$ cat config.mk
export PLATFORM = sky130hd
export DESIGN_NAME = perf_floor_ceiling_vote_table
export DESIGN_NICKNAME = d
export VERILOG_FILES = /design/src/hdl/pfcv_pkg.sv /design/src/hdl/pfcv_regs.sv /design/src/hdl/pfcv_ctrl.sv /design/src/hdl/pfcv_dp.sv /design/src/hdl/perf_floor_ceiling_vote_table.sv
export SDC_FILE = /design/constraint.sdc
export NUM_CORES = 2
export LEC_CHECK = 0
export BUFFER_PORTS_ARGS = -buffer_cell sky130_fd_sc_hd__buf_4
export CORE_MARGIN = 5
export CORE_UTILIZATION = 55
export CTS_BUF_LIST = sky130_fd_sc_hd__clkbuf_2
export DETAILED_ROUTE_END_ITERATION = 8
export PLACE_DENSITY = 0.79
export SYNTH_ARGS = -nofsm -noshare
export SYNTH_HDL_FRONTEND = slang
export SYNTH_HIERARCHICAL = 1
export SYNTH_SLANG_ARGS = --single-unit
$ cat constraint.sdc
create_clock -name i_clk -period 6 [get_ports i_clk]
set_input_delay 0.6 -clock i_clk [delete_from_list [all_inputs] [get_ports i_clk]]
set_output_delay 0.6 -clock i_clk [all_outputs]
set_load 0.03 [all_outputs]
$ cat src/hdl/pfcv_pkg.sv
// pfcv_pkg: shared types, constants and codes for the performance-lock vote table
// depends on nothing; used by every module of the block
`default_nettype none

package pfcv_pkg;

    localparam int NUM_LOCKS_DEF  = 16;
    localparam int NUM_LEVELS_DEF = 4;

    localparam int ACT_W     = 3;
    localparam int ID_W      = 4;
    localparam int LEVEL_W   = 3;
    localparam int STAT_W    = 3;
    localparam int SLEVEL_W  = 2;
    localparam int HZ_W      = 32;
    localparam int KHZ_W     = 22;
    localparam int REG_W     = 64;
    localparam int ADDR_W    = 6;
    localparam int REG_LSB   = 3;
    localparam int REG_IDX_W = 3;
    localparam int ID_SPAN   = 1 << ID_W;
    localparam int KHZ_TO_HZ = 1000;

    localparam logic [KHZ_W-1:0] MAX_KHZ_RST = {KHZ_W{1'b1}};

    localparam logic [ACT_W-1:0] ACT_CREATE     = 3'd0;
    localparam logic [ACT_W-1:0] ACT_ACTIVATE   = 3'd1;
    localparam logic [ACT_W-1:0] ACT_DEACTIVATE = 3'd2;
    localparam logic [ACT_W-1:0] ACT_RELEASE    = 3'd3;
    localparam logic [ACT_W-1:0] ACT_QUERY      = 3'd4;

    localparam logic [STAT_W-1:0] ST_OK          = 3'd0;
    localparam logic [STAT_W-1:0] ST_BAD_LEVEL   = 3'd1;
    localparam logic [STAT_W-1:0] ST_ALREADY     = 3'd2;
    localparam logic [STAT_W-1:0] ST_NOT_CREATED = 3'd3;
    localparam logic [STAT_W-1:0] ST_NOT_READY   = 3'd4;
    localparam logic [STAT_W-1:0] ST_OVER        = 3'd5;
    localparam logic [STAT_W-1:0] ST_UNDER       = 3'd6;
    localparam logic [STAT_W-1:0] ST_NO_LOCK     = 3'd7;

    localparam logic KIND_FLOOR = 1'b0;
    localparam logic KIND_CEIL  = 1'b1;

    localparam logic [REG_IDX_W-1:0] REG_FLOOR_LO   = 3'd0;
    localparam logic [REG_IDX_W-1:0] REG_FLOOR_HI   = 3'd1;
    localparam logic [REG_IDX_W-1:0] REG_CEIL_LO    = 3'd2;
    localparam logic [REG_IDX_W-1:0] REG_CEIL_HI    = 3'd3;
    localparam logic [REG_IDX_W-1:0] REG_MIN_KHZ    = 3'd4;
    localparam logic [REG_IDX_W-1:0] REG_MAX_KHZ    = 3'd5;
    localparam logic [REG_IDX_W-1:0] REG_FLOOR_RDY  = 3'd6;
    localparam logic [REG_IDX_W-1:0] REG_CEIL_RDY   = 3'd7;

    typedef struct packed {
        logic [ACT_W-1:0]   action;
        logic [ID_W-1:0]    lock_id;
        logic               lock_kind;
        logic [LEVEL_W-1:0] vote_level;
    } t_in_beat;

    typedef struct packed {
        logic [STAT_W-1:0] status;
        logic              lock_active;
        logic              any_floor_active;
        logic [HZ_W-1:0]   floor_hz;
        logic [HZ_W-1:0]   ceiling_hz;
    } t_out_beat;

    typedef struct packed {
        logic [REG_W-1:0] floor_lo;
        logic [REG_W-1:0] floor_hi;
        logic [REG_W-1:0] ceil_lo;
        logic [REG_W-1:0] ceil_hi;
        logic [KHZ_W-1:0] min_khz;
        logic [KHZ_W-1:0] max_khz;
        logic             floor_ready;
        logic             ceil_ready;
    } t_cfg;

    typedef enum logic [1:0] {
        S_IDLE,
        S_EVAL,
        S_PICK,
        S_DONE
    } t_state;

    typedef struct packed {
        logic capture;
        logic eval;
        logic pick;
        logic load;
    } t_dp_cmd;

    typedef struct packed {
        logic out_free;
    } t_dp_stat;

endpackage

`default_nettype wire

$ cat src/hdl/pfcv_regs.sv
// pfcv_regs: apb-style configuration registers (tables, policy limits, ready flags)
// depends on pfcv_pkg
`default_nettype none

module pfcv_regs (
    input  wire logic                          i_clk,
    input  wire logic                          i_rst_n,
    input  wire logic                          i_psel,
    input  wire logic                          i_penable,
    input  wire logic                          i_pwrite,
    input  wire logic [pfcv_pkg::ADDR_W-1:0]   i_paddr,
    input  wire logic [pfcv_pkg::REG_W-1:0]    i_pwdata,
    output logic      [pfcv_pkg::REG_W-1:0]    o_prdata,
    output pfcv_pkg::t_cfg                     o_cfg
);

    pfcv_pkg::t_cfg                    r_cfg;
    logic [pfcv_pkg::REG_IDX_W-1:0]    reg_idx;
    logic                              wr_en;

    assign reg_idx = i_paddr[pfcv_pkg::ADDR_W-1:pfcv_pkg::REG_LSB];
    assign wr_en   = i_psel && i_penable && i_pwrite;

    always_ff @(posedge i_clk) begin
        if (!i_rst_n) begin
            r_cfg.floor_lo    <= '0;
            r_cfg.floor_hi    <= '0;
            r_cfg.ceil_lo     <= '0;
            r_cfg.ceil_hi     <= '0;
            r_cfg.min_khz     <= '0;
            r_cfg.max_khz     <= pfcv_pkg::MAX_KHZ_RST;
            r_cfg.floor_ready <= 1'b0;
            r_cfg.ceil_ready  <= 1'b0;
        end else if (wr_en) begin
            unique case (reg_idx)
                pfcv_pkg::REG_FLOOR_LO:  r_cfg.floor_lo    <= i_pwdata;
                pfcv_pkg::REG_FLOOR_HI:  r_cfg.floor_hi    <= i_pwdata;
                pfcv_pkg::REG_CEIL_LO:   r_cfg.ceil_lo     <= i_pwdata;
                pfcv_pkg::REG_CEIL_HI:   r_cfg.ceil_hi     <= i_pwdata;
                pfcv_pkg::REG_MIN_KHZ:   r_cfg.min_khz     <= i_pwdata[pfcv_pkg::KHZ_W-1:0];
                pfcv_pkg::REG_MAX_KHZ:   r_cfg.max_khz     <= i_pwdata[pfcv_pkg::KHZ_W-1:0];
                pfcv_pkg::REG_FLOOR_RDY: r_cfg.floor_ready <= i_pwdata[0];
                pfcv_pkg::REG_CEIL_RDY:  r_cfg.ceil_ready  <= i_pwdata[0];
                default:                 r_cfg.ceil_ready  <= r_cfg.ceil_ready;
            endcase
        end
    end

    always_comb begin
        unique case (reg_idx)
            pfcv_pkg::REG_FLOOR_LO:  o_prdata = r_cfg.floor_lo;
            pfcv_pkg::REG_FLOOR_HI:  o_prdata = r_cfg.floor_hi;
            pfcv_pkg::REG_CEIL_LO:   o_prdata = r_cfg.ceil_lo;
            pfcv_pkg::REG_CEIL_HI:   o_prdata = r_cfg.ceil_hi;
            pfcv_pkg::REG_MIN_KHZ:   o_prdata = pfcv_pkg::REG_W'(r_cfg.min_khz);
            pfcv_pkg::REG_MAX_KHZ:   o_prdata = pfcv_pkg::REG_W'(r_cfg.max_khz);
            pfcv_pkg::REG_FLOOR_RDY: o_prdata = pfcv_pkg::REG_W'(r_cfg.floor_ready);
            pfcv_pkg::REG_CEIL_RDY:  o_prdata = pfcv_pkg::REG_W'(r_cfg.ceil_ready);
            default:                 o_prdata = '0;
        endcase
    end

    assign o_cfg = r_cfg;

endmodule

`default_nettype wire

$ cat src/hdl/pfcv_ctrl.sv
// pfcv_ctrl: sequencer for one beat (capture, entry update, level pick, result load)
// depends on pfcv_pkg; drives the datapath in pfcv_dp through t_dp_cmd
`default_nettype none

module pfcv_ctrl (
    input  wire logic               i_clk,
    input  wire logic               i_rst_n,
    input  wire logic               i_in_valid,
    input  pfcv_pkg::t_dp_stat      i_stat,
    output pfcv_pkg::t_dp_cmd       o_cmd,
    output logic                    o_in_stall
);

    pfcv_pkg::t_state r_state;
    pfcv_pkg::t_state n_state;

    always_ff @(posedge i_clk) begin
        if (!i_rst_n) begin
            r_state <= pfcv_pkg::S_IDLE;
        end else begin
            r_state <= n_state;
        end
    end

    always_comb begin
        n_state = r_state;
        o_cmd   = '0;
        unique case (r_state)
            pfcv_pkg::S_IDLE: begin
                if (i_in_valid) begin
                    o_cmd.capture = 1'b1;
                    n_state       = pfcv_pkg::S_EVAL;
                end
            end
            pfcv_pkg::S_EVAL: begin
                o_cmd.eval = 1'b1;
                n_state    = pfcv_pkg::S_PICK;
            end
            pfcv_pkg::S_PICK: begin
                o_cmd.pick = 1'b1;
                n_state    = pfcv_pkg::S_DONE;
            end
            pfcv_pkg::S_DONE: begin
                if (i_stat.out_free) begin
                    o_cmd.load = 1'b1;
                    n_state    = pfcv_pkg::S_IDLE;
                end
            end
            default: n_state = pfcv_pkg::S_IDLE;
        endcase
    end

    assign o_in_stall = (r_state != pfcv_pkg::S_IDLE);

endmodule

`default_nettype wire

$ cat src/hdl/pfcv_dp.sv
// pfcv_dp: lock entries, per-level active counters, table pick, clamp and result register
// depends on pfcv_pkg; sequenced by pfcv_ctrl, configured from pfcv_regs
`default_nettype none

module pfcv_dp #(
    parameter int NUM_LOCKS  = pfcv_pkg::NUM_LOCKS_DEF,
    parameter int NUM_LEVELS = pfcv_pkg::NUM_LEVELS_DEF
) (
    input  wire logic               i_clk,
    input  wire logic               i_rst_n,
    input  pfcv_pkg::t_dp_cmd       i_cmd,
    input  pfcv_pkg::t_in_beat      i_in_data,
    input  pfcv_pkg::t_cfg          i_cfg,
    input  wire logic               i_out_stall,
    output pfcv_pkg::t_dp_stat      o_stat,
    output logic                    o_out_valid,
    output pfcv_pkg::t_out_beat     o_out_data
);

    localparam int ENTRIES = (NUM_LOCKS < pfcv_pkg::ID_SPAN) ? NUM_LOCKS : pfcv_pkg::ID_SPAN;
    localparam int IDX_W   = $clog2(ENTRIES);
    localparam int CNT_W   = $clog2(ENTRIES + 1);
    localparam int HZ_W    = pfcv_pkg::HZ_W;
    localparam int LV_W    = pfcv_pkg::SLEVEL_W;

    function automatic logic [HZ_W-1:0] table_pick(
        input logic [pfcv_pkg::REG_W-1:0] lo,
        input logic [pfcv_pkg::REG_W-1:0] hi,
        input logic [LV_W-1:0]            lvl
    );
        logic [pfcv_pkg::REG_W-1:0] word;
        word = lvl[1] ? hi : lo;
        return lvl[0] ? word[pfcv_pkg::REG_W-1:HZ_W] : word[HZ_W-1:0];
    endfunction

    function automatic logic [HZ_W-1:0] clamp(
        input logic [HZ_W-1:0] raw,
        input logic [HZ_W-1:0] top,
        input logic [HZ_W-1:0] bot
    );
        logic [HZ_W-1:0] res;
        if (raw > top) begin
            res = top;
        end else if (raw < bot) begin
            res = bot;
        end else begin
            res = raw;
        end
        return res;
    endfunction

    pfcv_pkg::t_in_beat          r_item;
    logic [ENTRIES-1:0]          r_created;
    logic [ENTRIES-1:0]          r_active;
    logic [ENTRIES-1:0]          r_kind;
    logic [LV_W-1:0]             r_level [ENTRIES];
    logic [CNT_W-1:0]            r_cnt [2][NUM_LEVELS];
    logic [HZ_W-1:0]             r_top;
    logic [HZ_W-1:0]             r_bot;
    logic [pfcv_pkg::STAT_W-1:0] r_status;
    logic                        r_lock_active;
    logic                        r_any_floor;
    logic                        r_any_ceil;
    logic [HZ_W-1:0]             r_floor_raw;
    logic [HZ_W-1:0]             r_ceil_raw;
    logic                        r_out_valid;
    pfcv_pkg::t_out_beat         r_out;

    // entry update
    logic                        id_ok;
    logic [IDX_W-1:0]            idx;
    logic                        cur_created;
    logic                        cur_active;
    logic                        cur_kind;
    logic [LV_W-1:0]             cur_level;
    logic                        ready;
    logic                        wr_en;
    logic                        new_created;
    logic                        new_active;
    logic                        new_kind;
    logic [LV_W-1:0]             new_level;
    logic                        cnt_inc;
    logic                        cnt_dec;
    logic [pfcv_pkg::STAT_W-1:0] n_status;

    // level pick
    logic                        any_floor;
    logic                        any_ceil;
    logic [LV_W-1:0]             fmax;
    logic [LV_W-1:0]             cmin;

    logic                        out_free;

    assign id_ok       = (int'(r_item.lock_id) < NUM_LOCKS);
    assign idx         = r_item.lock_id[IDX_W-1:0];
    assign cur_created = r_created[idx];
    assign cur_active  = r_active[idx];
    assign cur_kind    = r_kind[idx];
    assign cur_level   = r_level[idx];
    assign ready       = (cur_kind == pfcv_pkg::KIND_CEIL) ? i_cfg.ceil_ready
                                                           : i_cfg.floor_ready;

    always_comb begin
        n_status    = pfcv_pkg::ST_OK;
        wr_en       = 1'b0;
        new_created = cur_created;
        new_active  = cur_active;
        new_kind    = cur_kind;
        new_level   = cur_level;
        cnt_inc     = 1'b0;
        cnt_dec     = 1'b0;
        if (!id_ok) begin
            n_status = pfcv_pkg::ST_NO_LOCK;
        end else begin
            unique case (r_item.action) inside
                pfcv_pkg::ACT_CREATE: begin
                    if (int'(r_item.vote_level) >= NUM_LEVELS) begin
                        n_status = pfcv_pkg::ST_BAD_LEVEL;
                    end else if (cur_created) begin
                        n_status = pfcv_pkg::ST_ALREADY;
                    end else begin
                        wr_en       = 1'b1;
                        new_created = 1'b1;
                        new_active  = 1'b0;
                        new_kind    = r_item.lock_kind;
                        new_level   = r_item.vote_level[LV_W-1:0];
                    end
                end
                pfcv_pkg::ACT_ACTIVATE, pfcv_pkg::ACT_DEACTIVATE: begin
                    if (!cur_created) begin
                        n_status = pfcv_pkg::ST_NOT_CREATED;
                    end else if (!ready) begin
                        n_status = pfcv_pkg::ST_NOT_READY;
                    end else if (r_item.action == pfcv_pkg::ACT_ACTIVATE && cur_active) begin
                        n_status = pfcv_pkg::ST_OVER;
                    end else if (r_item.action == pfcv_pkg::ACT_DEACTIVATE && !cur_active) begin
                        n_status = pfcv_pkg::ST_UNDER;
                    end else begin
                        wr_en      = 1'b1;
                        new_active = (r_item.action == pfcv_pkg::ACT_ACTIVATE);
                        cnt_inc    = (r_item.action == pfcv_pkg::ACT_ACTIVATE);
                        cnt_dec    = (r_item.action == pfcv_pkg::ACT_DEACTIVATE);
                    end
                end
                pfcv_pkg::ACT_RELEASE: begin
                    if (!cur_created) begin
                        n_status = pfcv_pkg::ST_NO_LOCK;
                    end else begin
                        wr_en       = 1'b1;
                        new_created = 1'b0;
                        new_active  = 1'b0;
                        new_kind    = 1'b0;
                        new_level   = '0;
                        cnt_dec     = cur_active;
                    end
                end
                default: begin
                    n_status = pfcv_pkg::ST_OK;
                end
            endcase
        end
    end

    always_ff @(posedge i_clk) begin
        if (i_cmd.capture) begin
            r_item <= i_in_data;
        end
    end

    always_ff @(posedge i_clk) begin
        if (!i_rst_n) begin
            r_created <= '0;
            r_active  <= '0;
            r_kind    <= '0;
            r_level   <= '{default: '0};
        end else if (i_cmd.eval && wr_en) begin
            r_created[idx] <= new_created;
            r_active[idx]  <= new_active;
            r_kind[idx]    <= new_kind;
            r_level[idx]   <= new_level;
        end
    end

    // active locks per kind and level
    always_ff @(posedge i_clk) begin
        if (!i_rst_n) begin
            r_cnt <= '{default: '0};
        end else if (i_cmd.eval) begin
            for (int k = 0; k < 2; k++) begin
                for (int l = 0; l < NUM_LEVELS; l++) begin
                    if (cur_kind == 1'(k) && cur_level == LV_W'(l)) begin
                        if (cnt_inc) begin
                            r_cnt[k][l] <= r_cnt[k][l] + CNT_W'(1);
                        end else if (cnt_dec) begin
                            r_cnt[k][l] <= r_cnt[k][l] - CNT_W'(1);
                        end
                    end
                end
            end
        end
    end

    always_ff @(posedge i_clk) begin
        if (i_cmd.eval) begin
            r_status      <= n_status;
            r_lock_active <= id_ok && new_active;
        end
    end

    always_comb begin
        any_floor = 1'b0;
        any_ceil  = 1'b0;
        fmax      = '0;
        cmin      = LV_W'(NUM_LEVELS - 1);
        for (int l = 0; l < NUM_LEVELS; l++) begin
            if (r_cnt[pfcv_pkg::KIND_FLOOR][l] != '0) begin
                any_floor = 1'b1;
                fmax      = LV_W'(l);
            end
        end
        for (int l = NUM_LEVELS - 1; l >= 0; l--) begin
            if (r_cnt[pfcv_pkg::KIND_CEIL][l] != '0) begin
                any_ceil = 1'b1;
                cmin     = LV_W'(l);
            end
        end
    end

    always_ff @(posedge i_clk) begin
        if (i_cmd.pick) begin
            r_any_floor <= any_floor;
            r_any_ceil  <= any_ceil;
            r_floor_raw <= table_pick(i_cfg.floor_lo, i_cfg.floor_hi, fmax);
            r_ceil_raw  <= table_pick(i_cfg.ceil_lo, i_cfg.ceil_hi, cmin);
        end
    end

    // clamp bounds in hertz
    always_ff @(posedge i_clk) begin
        r_top <= HZ_W'(i_cfg.max_khz) * HZ_W'(pfcv_pkg::KHZ_TO_HZ);
        r_bot <= HZ_W'(i_cfg.min_khz) * HZ_W'(pfcv_pkg::KHZ_TO_HZ);
    end

    assign out_free = !r_out_valid || !i_out_stall;

    always_ff @(posedge i_clk) begin
        if (!i_rst_n) begin
            r_out_valid <= 1'b0;
        end else if (i_cmd.load) begin
            r_out_valid <= 1'b1;
        end else if (!i_out_stall) begin
            r_out_valid <= 1'b0;
        end
    end

    always_ff @(posedge i_clk) begin
        if (i_cmd.load) begin
            r_out.status           <= r_status;
            r_out.lock_active      <= r_lock_active;
            r_out.any_floor_active <= r_any_floor;
            r_out.floor_hz         <= r_any_floor ? clamp(r_floor_raw, r_top, r_bot) : '0;
            r_out.ceiling_hz       <= r_any_ceil ? clamp(r_ceil_raw, r_top, r_bot) : '0;
        end
    end

    assign o_stat.out_free = out_free;
    assign o_out_valid     = r_out_valid;
    assign o_out_data      = r_out;

endmodule

`default_nettype wire

$ cat src/hdl/perf_floor_ceiling_vote_table.sv
// Performance-lock vote table: one beat creates, activates, deactivates or releases a
// lock entry (or only queries) and returns status, the entry's active flag, whether
// any floor lock is active, and the clamped floor and ceiling frequencies. A beat is
// captured at acceptance, and the controller then steps through entry update, level
// pick from the per-level active counters, and clamp and load of the result; a new
// beat is taken only once that load is done. The controller steps in a fixed order over
// the single entry table, and a stalled result holds the block in its last step.
// No clearing pass is needed after reset. Configuration registers are 64 bits wide
// at byte address 8*i; write them only while no beat is in flight.
`default_nettype none

module perf_floor_ceiling_vote_table #(
    parameter int NUM_LOCKS  = pfcv_pkg::NUM_LOCKS_DEF,
    parameter int NUM_LEVELS = pfcv_pkg::NUM_LEVELS_DEF
) (
    input  wire logic                          i_clk,
    input  wire logic                          i_rst_n,
    input  wire logic                          i_in_valid,
    output logic                               o_in_stall,
    input  pfcv_pkg::t_in_beat                 i_in_data,
    output logic                               o_out_valid,
    input  wire logic                          i_out_stall,
    output pfcv_pkg::t_out_beat                o_out_data,
    input  wire logic                          psel,
    input  wire logic                          penable,
    input  wire logic                          pwrite,
    input  wire logic [pfcv_pkg::ADDR_W-1:0]   paddr,
    input  wire logic [pfcv_pkg::REG_W-1:0]    pwdata,
    output logic      [pfcv_pkg::REG_W-1:0]    prdata,
    output logic                               pready
);

    pfcv_pkg::t_cfg     cfg;
    pfcv_pkg::t_dp_cmd  dp_cmd;
    pfcv_pkg::t_dp_stat dp_stat;

    assign pready = 1'b1;

    pfcv_regs u_regs (
        .i_clk     (i_clk),
        .i_rst_n   (i_rst_n),
        .i_psel    (psel),
        .i_penable (penable),
        .i_pwrite  (pwrite),
        .i_paddr   (paddr),
        .i_pwdata  (pwdata),
        .o_prdata  (prdata),
        .o_cfg     (cfg)
    );

    pfcv_ctrl u_ctrl (
        .i_clk      (i_clk),
        .i_rst_n    (i_rst_n),
        .i_in_valid (i_in_valid),
        .i_stat     (dp_stat),
        .o_cmd      (dp_cmd),
        .o_in_stall (o_in_stall)
    );

    pfcv_dp #(
        .NUM_LOCKS  (NUM_LOCKS),
        .NUM_LEVELS (NUM_LEVELS)
    ) u_dp (
        .i_clk       (i_clk),
        .i_rst_n     (i_rst_n),
        .i_cmd       (dp_cmd),
        .i_in_data   (i_in_data),
        .i_cfg       (cfg),
        .i_out_stall (i_out_stall),
        .o_stat      (dp_stat),
        .o_out_valid (o_out_valid),
        .o_out_data  (o_out_data)
    );

`ifndef SYNTH
    a_busy_after_accept: assert property (@(posedge i_clk) disable iff (!i_rst_n)
        (i_in_valid && !o_in_stall) |=> o_in_stall)
        else $error("beat accepted while previous beat in flight");

    a_floor_zero: assert property (@(posedge i_clk) disable iff (!i_rst_n)
        (o_out_valid && !o_out_data.any_floor_active) |-> (o_out_data.floor_hz == '0))
        else $error("floor frequency without active floor lock");

    a_over_active: assert property (@(posedge i_clk) disable iff (!i_rst_n)
        (o_out_valid && o_out_data.status == pfcv_pkg::ST_OVER) |-> o_out_data.lock_active)
        else $error("over-locked status with inactive lock");

    a_inactive_codes: assert property (@(posedge i_clk) disable iff (!i_rst_n)
        (o_out_valid && (o_out_data.status == pfcv_pkg::ST_NOT_CREATED
                      || o_out_data.status == pfcv_pkg::ST_UNDER
                      || o_out_data.status == pfcv_pkg::ST_NO_LOCK))
        |-> !o_out_data.lock_active)
        else $error("lock active with a status that implies inactive");
`endif

endmodule

`default_nettype wire
==> metrics list <==
- Number of sinks driven by the clock tree: 633
- Count of nets left with antenna violations after detail routing: 0
- Number of antenna violations at the first check in global routing: 6
- After detailed routing, the total wire length is between 100 and 150 mm.
- Synth-to-layout area growth: 13.2%
- The pre-antenna-repair detailed-routing pass consisted of 6 iterations.
* Net count, final: around 4,700
* Total global-route track usage: 0.299
- I/O Pins: about 220
* Number of slew-limit violations in the final report: 0
* TritonCTS clock tree: yes
* Setup violations, final: 0
* Row cnt: 95
- For the pin with the worst max-slew slack, the measured transition is 1.19 ns.
- RD Place Congestion: 0.962
- Part of the cycle the worst path needs: 0.876
- Number of flip-flops and latches in the synthesized netlist: approximately 630
- The routed design could run at a clock period as short as ~5.3 ns.
* Unrepaired setup endpoints after global routing: false
- Of all nets on the critical path, the largest fanout is 7.
- H-tree depth: 4
* Cell type with the highest occurrence count on the critical path: sky130_fd_sc_hd__fa_1
- DR WL/cell: 21.7 um
- Kind of path behind the tightest hold check: input port to flop
- Hold repair after CTS inserted 130 buffers.
* Area of the placeable core: ~67,000 um2
- Input and output buffers added on the ports amount to around 220.
- Floorplan die height: 270 um
- After detailed routing, the number of vias per cell comes to 6.09.
* CTS Root Cell: sky130_fd_sc_hd__clkbuf_2
- Number of post-CTS setup repair buffers: 0
- Detailed placement finished with a half-perimeter wire length of ~79 mm.
- Full die area: around 73,000 um2
- In this run the static leakage power is 17.9 nW.
- Arrival time reported for the critical path endpoint: roughly 6.5 ns
- Clock edge transition at the registers on the reported setup and hold paths: about 0.12 ns
* Most used DFF post-synth: sky130_fd_sc_hd__dfxtp_1
- Required time reported for the critical path endpoint: roughly 7.3 ns
- A synthesized cell averages around 9.7 um2.
- Buffer and inverter count on the worst path: 3
- Largest net degree at the start of global routing: roughly 220
- The number of nets in the synthesized netlist is 4,377.
- After detailed routing, the number of remaining DRC violations is 0.
* Post-placement cell area: about 40,000 um2
* Number of global-route vias before repair: about 30,000
* Clock skew after layout: approximately 0.11 ns
- Ratio of cells with drive above 1 in the final layout: 0.149
* Number of DRC markers in iteration 0: roughly 3,700
* Register area share after synthesis: 0.381
- Post-CTS resize count: 0
- The worst-case IR drop observed on VDD is roughly 0.28 mV.
* Inserted Clock Buffers: 157
* EDFF count, synth: 150
- The detailed router placed roughly 31,000 vias in this run.
- Run status: completed
- Cell area power density: around 250 nW/um2
- Measured against its own limit, the worst slew margin works out to 0.210.
- Global-route wire length before repair: approximately 170 mm
- Share of flip-flops with an asynchronous set or reset: 0
- On the critical path, the stage with the largest delay is an instance of sky130_fd_sc_hd__dfxtp_1.
- Worst-case clock buffer depth: 3
- Highest clock frequency the design can meet: roughly 0.19 GHz
* Final cell area excluding filler cells: around 42,000 um2
- Worst setup path category: flop to flop
- Capturing element type of the critical path: flop
- Synth Cell Area: about 37,000 um2
- Setup TNS after final layout: 0 ns
- Counting every instance in the synthesized netlist gives a little under 4,000.
- In this run the horizontal extent of the chip is between 200 and 300 um.
- Number of failing hold endpoints at the final stage: 0
- Count of unique library cells instantiated by Yosys: 82
- Initial Util: 0.554
- Ys Warns: 6
* Max-capacitance violation count: 0
* Skew-Pair Late Insertion Delay: between 1 and 1.5 ns
- After global routing the overflow that remains totals 0.
- Worst path cell trace: fa_1 > fa_1 > inv_1 > fa_1 > fa_1 > inv_1 > ha_1 > o21ai_0 > nor2_1 > or4_1 > nand4_1 > o21ai_0 > o41ai_1 > buf_4 > o2111ai_1 > a31oi_1 > xnor2_1
- The worst setup path is launched from a flop.
* Cell family with the largest share of critical-path delay: adder cells
- On the worst path, the slowest cell contributes a delay of about 0.62 ns.
==> Yosys cell counts (53+ instances only) <==
| cell | n | share of area |
|---|---|---|
| sky130_fd_sc_hd__inv_1 | 300 | 0.030 |
| sky130_fd_sc_hd__xnor2_1 | 53 | 0.012 |
| sky130_fd_sc_hd__o21ai_1 | 87 | 0.012 |
| sky130_fd_sc_hd__dfxtp_1 | 483 | 0.26 |
| sky130_fd_sc_hd__nor2_1 | 134 | 0.014 |
| sky130_fd_sc_hd__fa_1 | 164 | 0.088 |
| sky130_fd_sc_hd__nand2_1 | 278 | 0.028 |
| sky130_fd_sc_hd__edfxtp_1 | 150 | 0.12 |
| sky130_fd_sc_hd__nand3_1 | 388 | 0.052 |
| sky130_fd_sc_hd__mux2i_1 | 113 | 0.030 |
| sky130_fd_sc_hd__o22ai_1 | 102 | 0.017 |
| sky130_fd_sc_hd__o21ai_0 | 363 | 0.049 |
| sky130_fd_sc_hd__ha_1 | 273 | 0.092 |
| sky130_fd_sc_hd__clkbuf_1 | 124 | 0.013 |
| sky130_fd_sc_hd__a21o_1 | 71 | 0.014 |
| sky130_fd_sc_hd__a21oi_1 | 185 | 0.025 |
| sky130_fd_sc_hd__nor2b_1 | 63 | 0.011 |
==> where the power goes <==
group | internal, mW | switching [mW] | leakage [nW]
Combinational | 0.987 | 1.51 | 11.6
Clock | 1.21 | 1.81 | 1.08
Sequential | 4.69 | 0.302 | 5.31
Total | 6.89 | 3.62 | 17.9
==> flip-flops by register name, indices dropped and copies added (netlist names), 29 cells and up <==
name,count
u_regs/o_cfg,302
u_dp/o_out_data,69
u_dp/r_cnt,40
u_dp/r_ceil_raw,32
u_dp/r_floor_raw,32
u_dp/r_level,32
u_dp/r_bot,29
u_dp/r_top,29
==> cells in the final DEF (no fill, tap or decap), drive strengths merged, types with 10 or more instances in the layout <==
cell         Yosys  layout
ha             273     273
buf            106     262
a211oi          21      21
clkinv           0      34
and2            31      31
and3            10      10
o221a           26      26
a21o            71      71
inv            301     307
edfxtp         150     150
nand2b          17      17
nor3            15      15
dfxtp          483     483
a21oi          185     185
o22ai          103     103
o21a            11      11
a31oi           11      11
nor2           134     134
dlygate4sd3      0     130
or4             10      10
xor2            24      24
fa             164     164
clkbuf         126     218
nand4           24      24
xnor2           53      53
o21ai          454     454
o21bai          14      14
nand3          397     397
mux2            15      15
mux4            67      67
mux2i          113     113
nand2          280     280
nor2b           63      63
==> layer usage <==
layer	track usage	part of all wire	vias to the layer above
met2	0.471	0.45	1673
met4	0.133	0.047	0
met3	0.0732	0.11	309
li1	-	-	14500
met5	0	0	-
met1	0.394	0.39	14900
==> final cells by class <==
| class | count | area (um2) |
|---|---|---|
| antenna | 7 | 17.5 |
| multi-input combinational | 2686 | 20900 |
| timing repair buffer | 392 | 3290 |
| sequential | 633 | 14200 |
| fill | 5369 | 25100 |
| clock buffer | 218 | 1090 |
| tap | 873 | 1090 |
| inverter | 301 | 1130 |
| clock inverter | 47 | 367 |
==> metrics by stage <==
stage / utilization / instances / worst slack (ns) / hold WS [ns] / total power [mW]
3_3_place_gp: 0.585 / 4755 / 0.988 / 0.406 / 7.40
2_1_floorplan: - / 3852 / 1.35 / 0.400 / 6.66
3_5_place_dp: 0.585 / 4755 / 0.880 / 0.418 / 7.45
4_1_cts: 0.626 / 5150 / 0.844 / 0.000528 / 10.5
5_1_grt: 0.626 / 5151 / 0.520 / 0.0533 / 11.1
6_report: 0.627 / 5157 / 0.744 / 0.0880 / 10.5
==> path summary, 6_finish.rpt <==
path | start | endpoint | slack, ns | cells past startpoint
setup / recovery | u_regs/o_cfg[24] | u_dp/r_bot[31] | 0.74 | 17
hold reg to reg | u_dp/r_status[1] | u_dp/o_out_data[67] | 0.43 | 0
setup reg to reg | u_regs/o_cfg[24] | u_dp/r_bot[31] | 0.74 | 17
hold / removal | pwdata[13] | u_regs/o_cfg[15] | 0.09 | 4
==> worst min-delay path, delay by kind of cell <==
kind	cells	cell delay [ns]
buffers and inverters	2	0.67
AND/OR/NAND/NOR	2	0.12
==> logic make-up after synthesis <==
group / Yosys count / synth area share
adders and majority gates: 437 / 0.180
and+or+nand+nor: 1009 / 0.131
DFF: 633 / 0.381
muxes: 195 / 0.0772
xor gates and xnor gates: 77 / 0.0181
other: 1 / 0.000101
buffers and inverters: 533 / 0.0579
AOI/OAI and AO/OA: 967 / 0.154
(Power assumes the default switching activity.)
